<file path="config.mk">
export PLATFORM = sky130hd
export DESIGN_NAME = stack_with_middle_access
export DESIGN_NICKNAME = d
export VERILOG_FILES = /design/src/hw/rtl/swm_pkg.sv /design/src/hw/rtl/stack_with_middle_access.sv /design/src/hw/rtl/swm_ctrl.sv /design/src/hw/rtl/swm_datapath.sv
export VERILOG_INCLUDE_DIRS = /design/src /design/src/hw/rtl
export SDC_FILE = /design/constraint.sdc
export NUM_CORES = 1
export LEC_CHECK = 0
export ABC_AREA = 0
export BUFFER_PORTS_ARGS = -buffer_cell sky130_fd_sc_hd__buf_2
export CAP_MARGIN = 20
export CORE_UTILIZATION = 60
export DETAILED_ROUTE_END_ITERATION = 16
export PLACE_DENSITY = 0.77
export SLEW_MARGIN = 10
export SYNTH_ARGS = -nofsm -noshare
export SYNTH_HDL_FRONTEND = slang
export SYNTH_SLANG_ARGS = --single-unit
</file>
<file path="constraint.sdc">
create_clock -name clk -period 4.8 [get_ports clk]
set_input_delay 0.24 -clock clk [delete_from_list [all_inputs] [get_ports clk]]
set_output_delay 0.24 -clock clk [all_outputs]
set_load 0.01 [all_outputs]
</file>
<file path="src/hw/rtl/stack_with_middle_access_assert.svh">
// Assertion macros used by the stack datapath module.
`ifndef STACK_WITH_MIDDLE_ACCESS_ASSERT_SVH
`define STACK_WITH_MIDDLE_ACCESS_ASSERT_SVH

// Checks that the consequent holds in the same cycle as the antecedent.
`define SWM_ASSERT_NOW(label, ante, cons) \
    label: assert property (@(posedge clk) disable iff (!rst_n) (ante) |-> (cons)) \
        else $error("stack assertion failed");

// Checks that the consequent holds in the cycle after the antecedent.
`define SWM_ASSERT_NEXT(label, ante, cons) \
    label: assert property (@(posedge clk) disable iff (!rst_n) (ante) |=> (cons)) \
        else $error("stack assertion failed");

`endif

</file>
<file path="src/hw/rtl/swm_pkg.sv">
// Shared types and codes for the stack with middle access.
package swm_pkg;

    // Request codes carried on the mode port.
    localparam logic [1:0] MODE_PUSH       = 2'd0;
    localparam logic [1:0] MODE_POP        = 2'd1;
    localparam logic [1:0] MODE_READ_MID   = 2'd2;
    localparam logic [1:0] MODE_DELETE_MID = 2'd3;

    // Status codes returned with each result.
    localparam logic [1:0] ST_OK    = 2'd0;
    localparam logic [1:0] ST_EMPTY = 2'd1;
    localparam logic [1:0] ST_FULL  = 2'd2;

    // Width of the fixed result ports.
    localparam int READ_W  = 32;
    localparam int COUNT_W = 5;

    // Which result the datapath loads when it emits.
    typedef enum logic [1:0] {
        RES_OK_ZERO,
        RES_EMPTY,
        RES_FULL,
        RES_DATA
    } swm_res_sel_t;

    // Commands from the controller to the datapath.
    typedef struct packed {
        logic         push_wr;
        logic         rd_top;
        logic         rd_mid;
        logic         set_ptr_mid;
        logic         rd_next;
        logic         wr_shift;
        logic         dec_count;
        logic         emit;
        swm_res_sel_t res_sel;
    } swm_cmd_t;

    // Status from the datapath to the controller.
    typedef struct packed {
        logic empty;
        logic full;
        logic more_shift;
    } swm_stat_t;

endpackage

</file>
<file path="src/hw/rtl/stack_with_middle_access.sv">
// Push, pop, read middle and delete middle with a single-port entry memory.
// Push, and any request that finds the stack empty: result in the cycle after accept.
// Pop and read middle: registered memory read, then loaded in the result registers.
// Delete middle: the n - 1 - n/2 entries above the middle, n the count before, each
// move down one place by a memory read and a write; then the count drops with the result.
// Requests taken only when idle; busy drops with the result; reset spares memory and data.
module stack_with_middle_access
    import swm_pkg::*;
#(
    parameter int DEPTH      = 16,
    parameter int DATA_WIDTH = 32
)
(
    input  logic                      clk,
    input  logic                      rst_n,
    input  logic                      start,
    output logic                      busy,
    input  logic [1:0]                mode,
    input  logic signed [READ_W-1:0]  push_value,
    output logic                      done,
    output logic signed [READ_W-1:0]  read_value,
    output logic [1:0]                status,
    output logic [COUNT_W-1:0]        entry_count,
    output logic                      is_empty
);

    swm_cmd_t  cmd;
    swm_stat_t stat;

    // Sequencing of each transaction.
    swm_ctrl u_ctrl (
        .clk   (clk),
        .rst_n (rst_n),
        .start (start),
        .mode  (mode),
        .stat  (stat),
        .busy  (busy),
        .cmd   (cmd)
    );

    // Storage and result registers.
    swm_datapath #(
        .DEPTH      (DEPTH),
        .DATA_WIDTH (DATA_WIDTH)
    ) u_datapath (
        .clk         (clk),
        .rst_n       (rst_n),
        .push_value  (push_value),
        .cmd         (cmd),
        .stat        (stat),
        .done        (done),
        .read_value  (read_value),
        .status      (status),
        .entry_count (entry_count),
        .is_empty    (is_empty)
    );

endmodule

</file>
<file path="src/hw/rtl/swm_ctrl.sv">
// Controller state machine that sequences each stack transaction.
module swm_ctrl
    import swm_pkg::*;
(
    input  logic       clk,
    input  logic       rst_n,
    input  logic       start,
    input  logic [1:0] mode,
    input  swm_stat_t  stat,
    output logic       busy,
    output swm_cmd_t   cmd
);

    typedef enum logic [1:0] {
        S_IDLE,
        S_READ_WAIT,
        S_SHIFT_RD,
        S_SHIFT_WR
    } state_t;

    state_t state_reg;
    state_t state_next;

    // Next state and datapath commands.
    always_comb
    begin
        cmd        = '0;
        state_next = state_reg;
        case (state_reg)
            S_IDLE:
            begin
                if (start)
                begin
                    if (mode == MODE_PUSH)
                    begin
                        cmd.emit = 1'b1;
                        if (stat.full)
                        begin
                            cmd.res_sel = RES_FULL;
                        end
                        else
                        begin
                            cmd.push_wr = 1'b1;
                            cmd.res_sel = RES_OK_ZERO;
                        end
                    end
                    else if (stat.empty)
                    begin
                        cmd.emit    = 1'b1;
                        cmd.res_sel = RES_EMPTY;
                    end
                    else
                    begin
                        case (mode)
                            MODE_POP:
                            begin
                                cmd.rd_top = 1'b1;
                                state_next = S_READ_WAIT;
                            end
                            MODE_READ_MID:
                            begin
                                cmd.rd_mid = 1'b1;
                                state_next = S_READ_WAIT;
                            end
                            MODE_DELETE_MID:
                            begin
                                cmd.set_ptr_mid = 1'b1;
                                state_next      = S_SHIFT_RD;
                            end
                            default:
                            begin
                                state_next = S_IDLE;
                            end
                        endcase
                    end
                end
            end
            S_READ_WAIT:
            begin
                cmd.emit    = 1'b1;
                cmd.res_sel = RES_DATA;
                state_next  = S_IDLE;
            end
            S_SHIFT_RD:
            begin
                if (stat.more_shift)
                begin
                    cmd.rd_next = 1'b1;
                    state_next  = S_SHIFT_WR;
                end
                else
                begin
                    cmd.dec_count = 1'b1;
                    cmd.emit      = 1'b1;
                    cmd.res_sel   = RES_OK_ZERO;
                    state_next    = S_IDLE;
                end
            end
            S_SHIFT_WR:
            begin
                cmd.wr_shift = 1'b1;
                state_next   = S_SHIFT_RD;
            end
            default:
            begin
                state_next = S_IDLE;
            end
        endcase
    end

    // State register.
    always_ff @(posedge clk or negedge rst_n)
    begin
        if (!rst_n)
        begin
            state_reg <= S_IDLE;
        end
        else
        begin
            state_reg <= state_next;
        end
    end

    assign busy = (state_reg != S_IDLE);

endmodule

</file>
<file path="src/hw/rtl/swm_datapath.sv">
// Datapath: entry memory, count, shift pointer and result registers.
module swm_datapath
    import swm_pkg::*;
#(
    parameter int DEPTH      = 16,
    parameter int DATA_WIDTH = 32
)
(
    input  logic                      clk,
    input  logic                      rst_n,
    input  logic signed [READ_W-1:0]  push_value,
    input  swm_cmd_t                  cmd,
    output swm_stat_t                 stat,
    output logic                      done,
    output logic signed [READ_W-1:0]  read_value,
    output logic [1:0]                status,
    output logic [COUNT_W-1:0]        entry_count,
    output logic                      is_empty
);

    localparam int AW = $clog2(DEPTH);
    localparam int CW = $clog2(DEPTH + 1);

    logic [DATA_WIDTH-1:0]        mem [DEPTH];
    logic [DATA_WIDTH-1:0]        rdata_reg;
    logic [CW-1:0]                count_reg;
    logic [CW-1:0]                count_next;
    logic [AW-1:0]                ptr_reg;
    logic [AW-1:0]                ptr_next;
    logic                         done_reg;
    logic [READ_W-1:0]            read_value_reg;
    logic [1:0]                   status_reg;
    logic [COUNT_W-1:0]           entry_count_reg;
    logic                         is_empty_reg;

    logic [CW-1:0]                count_m1;
    logic [CW-1:0]                count_half;
    logic [CW-1:0]                ptr_inc;
    logic [DATA_WIDTH+READ_W-1:0] push_wide;
    logic [DATA_WIDTH-1:0]        push_word;
    logic [DATA_WIDTH+READ_W-1:0] rdata_wide;
    logic [CW+COUNT_W-1:0]        count_wide;
    logic                         rd_en;
    logic [AW-1:0]                rd_addr;
    logic                         wr_en;
    logic [AW-1:0]                wr_addr;
    logic [DATA_WIDTH-1:0]        wr_data;

    // Address arithmetic on the count and shift pointer.
    assign count_m1   = count_reg - CW'(1);
    assign count_half = count_reg >> 1;
    assign ptr_inc    = CW'(ptr_reg) + CW'(1);

    // Width adaptation between the 32-bit ports and the stored word.
    assign push_wide  = {{DATA_WIDTH{1'b0}}, push_value};
    assign push_word  = push_wide[DATA_WIDTH-1:0];
    assign rdata_wide = {{READ_W{1'b0}}, rdata_reg};

    // Status back to the controller.
    assign stat.empty      = (count_reg == '0);
    assign stat.full       = (count_reg == CW'(DEPTH));
    assign stat.more_shift = (ptr_inc < count_reg);

    // Memory port selection.
    always_comb
    begin
        rd_en = cmd.rd_top | cmd.rd_mid | cmd.rd_next;
        if (cmd.rd_top)
        begin
            rd_addr = count_m1[AW-1:0];
        end
        else if (cmd.rd_mid)
        begin
            rd_addr = count_half[AW-1:0];
        end
        else
        begin
            rd_addr = ptr_inc[AW-1:0];
        end
        wr_en   = cmd.push_wr | cmd.wr_shift;
        wr_addr = cmd.push_wr ? count_reg[AW-1:0] : ptr_reg;
        wr_data = cmd.push_wr ? push_word : rdata_reg;
    end

    // Entry memory with registered read data.
    always_ff @(posedge clk)
    begin
        if (wr_en)
        begin
            mem[wr_addr] <= wr_data;
        end
        if (rd_en)
        begin
            rdata_reg <= mem[rd_addr];
        end
    end

    // Next count and shift pointer.
    always_comb
    begin
        count_next = count_reg;
        if (cmd.push_wr)
        begin
            count_next = count_reg + CW'(1);
        end
        else if (cmd.rd_top || cmd.dec_count)
        begin
            count_next = count_m1;
        end
        ptr_next = ptr_reg;
        if (cmd.set_ptr_mid)
        begin
            ptr_next = count_half[AW-1:0];
        end
        else if (cmd.wr_shift)
        begin
            ptr_next = ptr_inc[AW-1:0];
        end
    end

    assign count_wide = {{COUNT_W{1'b0}}, count_next};

    // Count, pointer and result strobe.
    always_ff @(posedge clk or negedge rst_n)
    begin
        if (!rst_n)
        begin
            count_reg <= '0;
            ptr_reg   <= '0;
            done_reg  <= 1'b0;
        end
        else
        begin
            count_reg <= count_next;
            ptr_reg   <= ptr_next;
            done_reg  <= cmd.emit;
        end
    end

    // Result payload, loaded when a transaction completes.
    always_ff @(posedge clk)
    begin
        if (cmd.emit)
        begin
            entry_count_reg <= count_wide[COUNT_W-1:0];
            is_empty_reg    <= (count_next == '0);
            case (cmd.res_sel)
                RES_OK_ZERO:
                begin
                    read_value_reg <= '0;
                    status_reg     <= ST_OK;
                end
                RES_EMPTY:
                begin
                    read_value_reg <= '1;
                    status_reg     <= ST_EMPTY;
                end
                RES_FULL:
                begin
                    read_value_reg <= '0;
                    status_reg     <= ST_FULL;
                end
                RES_DATA:
                begin
                    read_value_reg <= rdata_wide[READ_W-1:0];
                    status_reg     <= ST_OK;
                end
                default:
                begin
                    read_value_reg <= '0;
                    status_reg     <= ST_OK;
                end
            endcase
        end
    end

    assign done        = done_reg;
    assign read_value  = read_value_reg;
    assign status      = status_reg;
    assign entry_count = entry_count_reg;
    assign is_empty    = is_empty_reg;

`include "stack_with_middle_access_assert.svh"

    // The count never exceeds the capacity.
    `SWM_ASSERT_NOW(a_count_bound, 1'b1, count_reg <= CW'(DEPTH))
    // A push is written only when there is room for it.
    `SWM_ASSERT_NOW(a_push_has_room, cmd.push_wr, !stat.full)
    // A shift write stays below the top entry.
    `SWM_ASSERT_NOW(a_shift_in_range, cmd.wr_shift, ptr_inc < count_reg)
    // Moving an entry down leaves the count alone.
    `SWM_ASSERT_NEXT(a_shift_keeps_count, cmd.wr_shift, count_reg == $past(count_reg))
    // An empty result carries all ones and reports no entries.
    `SWM_ASSERT_NOW(a_empty_result, done_reg && (status_reg == ST_EMPTY),
        (read_value_reg == '1) && is_empty_reg)

endmodule
</file>
==> qor.yml <==
yosys_warnings: 0
cts_buffer_depth: 3
fin_tns_setup_ns: 0
clk_pin_slew_ns: 0.06
synthesis.area_mm2: 0.0236
syn_nets: 1364
dieHeight_um: 200
cp_num_buf_inv: 3
power.density_mw_per_mm2: 698
syn_area_per_cell_um2: 17.9
yosysMostFrequentCell: "edfxtp_1"
cellLeakagePower_nw: 9.32
insertion_delay_ns: 0.61
critical-path-top-delay-family: "simple AND/OR/NAND/NOR gates"
firstDrtPassIters: 6
postCtsSetupBuffers: 0
drt.antenna.violating_nets: 0
track_usage_pct: 26.4
synth_top_area_share_pct: 74.4
synth_seq_area_share_pct: 75.7
dp_hpwl_um: 28900
ys_ff_latch: 596
hold_viol: 0
worst_pin_slew_ns: 1.07
cpMostUsedCell: "buf_12"
slew_headroom_pct: 28.6
numPortBuffers: 78
fmax_ghz: 0.240
finalNetCount: 1468
wl_met2_um: 25000
drive_gt1_share_pct: 17.9
synth_top_area_cell: "edfxtp_1"
peakVddDrop_mv: 0.622
cts_buffers: 57
ys_types: 49
grt_max_degree: 65
maxSlewViolCount: 0
maxCapViolCount: 0
fin_crit_sh_pct: 86.8
globalRoute.totalOverflow: 0
final.min_clock_period_ns: 4.17
routed_wirelength_um: 52900
vias_per_cell: 6.36
clock-sinks: 596
hp-class: "input pin to flop"
layout_setup_ws_ns: 0.633
synth_edf_count: 584
die_x_um: 200
antenna_cells: 0
cp_slowest_stage_delay_ns: 0.56
setup_viol: 0
place_worst_setup_slack_ns: 0.739
status: "complete, no violations"
critPathSlowestCell: "or3_1"
h-tree-depth: 2
synth.top_cells.by_area: "edfxtp_1 74%, mux2i_1 11%, o22ai_1 3.4%"
rsz0062_at_grt: "no"
regArea_mm2: 0.0178
multi_input_area_mm2: 0.00544
cts_tree: "built"
skew_ns: 0.0213
nFillCells: 2444
vias: 12600
antenna_found_initial: 0
rows: 72
crit_type: "flop to flop"
initial_core_util_pct: 60.8
root_buffer: "clkbuf_16"
wl_per_cell_um: 26.6
drc: 0
dieArea_mm2: 0.0401
end_kind: "flop"
largest_reg_flops: 512
ioPinCount: 79
critPathMaxFanout: 64
r2r_slack_ns: 0.63
routabilityCongestion: 0.867
core_mm2: 0.0387
met1_length_um: 21300
crit_required_ns: 5.13
synth_async_sr_flop_share_pct: 2.01
netlist_instances: 1314
critPathLaunchType: "flop"
syn2layout_area_growth_pct: 12.8
drt_iter0_markers: 1434
grt_pass1_vias: 12400
ys.flop_type: "edfxtp_1"
wl_met3_um: 4750
synth_common_cells: "584 x edfxtp_1, 259 x mux2i_1, 129 x o22ai_1"
arrival_ns: 4.49
crit_chain: "inv_1, ha_1, nor4b_2, or3_1, o21ai_4, a211oi_4, buf_12, buf_12, mux2i_1, o22ai_1, or4_1"
grt_pass1_wl_um: 77400
dr.max_layer_used: "met4"
area by class of cell:
cell class	count	area share, %
clock buffer	81	5.86
clock inverter	26	0.471
inverter	11	0.155
multi-input combinational	628	20.5
sequential	596	67.1
tap	518	2.44
timing repair buffer	124	3.52
metrics by stage:
stage / cell area (um2) / utilization [%] / hold slack, ns / power (W) / std cells
6_report: 26600 / 68.6 / 0.0278 / 0.0185 / 1984
5_1_grt: 26600 / 68.6 / 0.0599 / 0.0193 / 1984
4_1_cts: 26600 / 68.6 / 0.00290 / 0.0185 / 1983
3_5_place_dp: 24900 / 64.2 / 0.139 / 0.0145 / 1874
3_3_place_gp: 24900 / 64.2 / 0.137 / 0.0143 / 1874
2_1_floorplan: 23600 / - / -0.0556 / 0.0125 / 1314
timing repair:
item	4_1_cts	5_1_grt
gates resized for setup	0	0
hold endpoints to repair	13	0
hold buffers	2	0
routing by layer:
metal / global-route usage (%) / vias up
li1: - / 5516
met1: 37.0 / 6312
met2: 41.8 / 665
met3: 4.41 / 124
met4: 10.9 / 0
met5: 0 / -
cells in the final DEF (no fill, tap or decap), types with 6 or more instances in the layout:
cell       synthesis  routed
inv_1             11      11
clkbuf_16          0      59
nor2_1            27      11
buf_12             0      14
clkinv_1           0      13
mux2i_1          259     259
nand2_1           11      11
and3_1             6       6
buf_4             11      29
a21oi_1            9       9
clkinv_2           0      10
dfrtp_1           12      12
edfxtp_1         584     584
clkbuf_1          21      22
o22ai_1          129     129
nor2_4             0      16
or4_1             32      32
a21o_1            33      33
mux2_2            33      33
buf_2             35      78
ha_1              13      13
xnor2_1            7       7
final timing paths:
kind / start / endpoint / cells past startpoint
min reg2reg: u_datapath.rdata_reg[25] / u_datapath.read_value[25] / 1
max in group asynchronous: rst_n / u_datapath.done / 2
min in group asynchronous: rst_n / u_datapath.ptr_reg[1] / 2
max: u_datapath.count_reg[1] / u_datapath.rdata_reg[18] / 11
max reg2reg: u_datapath.count_reg[1] / u_datapath.rdata_reg[18] / 11
min: mode[0] / u_ctrl.state_reg[1] / 4
where the power goes:
| part | switching (W) | total (W) | internal (W) |
|---|---|---|---|
| clock | 0.00182 | 0.00408 | 0.00226 |
| combinational | 0.00416 | 0.00672 | 0.00256 |
| sequential | 0.000339 | 0.00775 | 0.00741 |
| total | 0.00632 | 0.0185 | 0.0122 |
worst reg2reg max path, cell delays in order (launching register included):
cell	delay, ns
dfrtp_1	0.50
inv_1	0.21
ha_1	0.26
nor4b_2	0.40
or3_1	0.56
o21ai_4	0.13
a211oi_4	0.22
buf_12	0.24
buf_12	0.40
mux2i_1	0.35
o22ai_1	0.10
or4_1	0.53
cells by family after synthesis:
kind of cell,share of synthesized area [%]
fa+ha+maj,0.690
compound gates,5.73
simple gates,2.96
mux,12.6
xor+xnor,0.335
buf+inv,2.02
flops,75.7
Power figures use the tool's default switching activity.
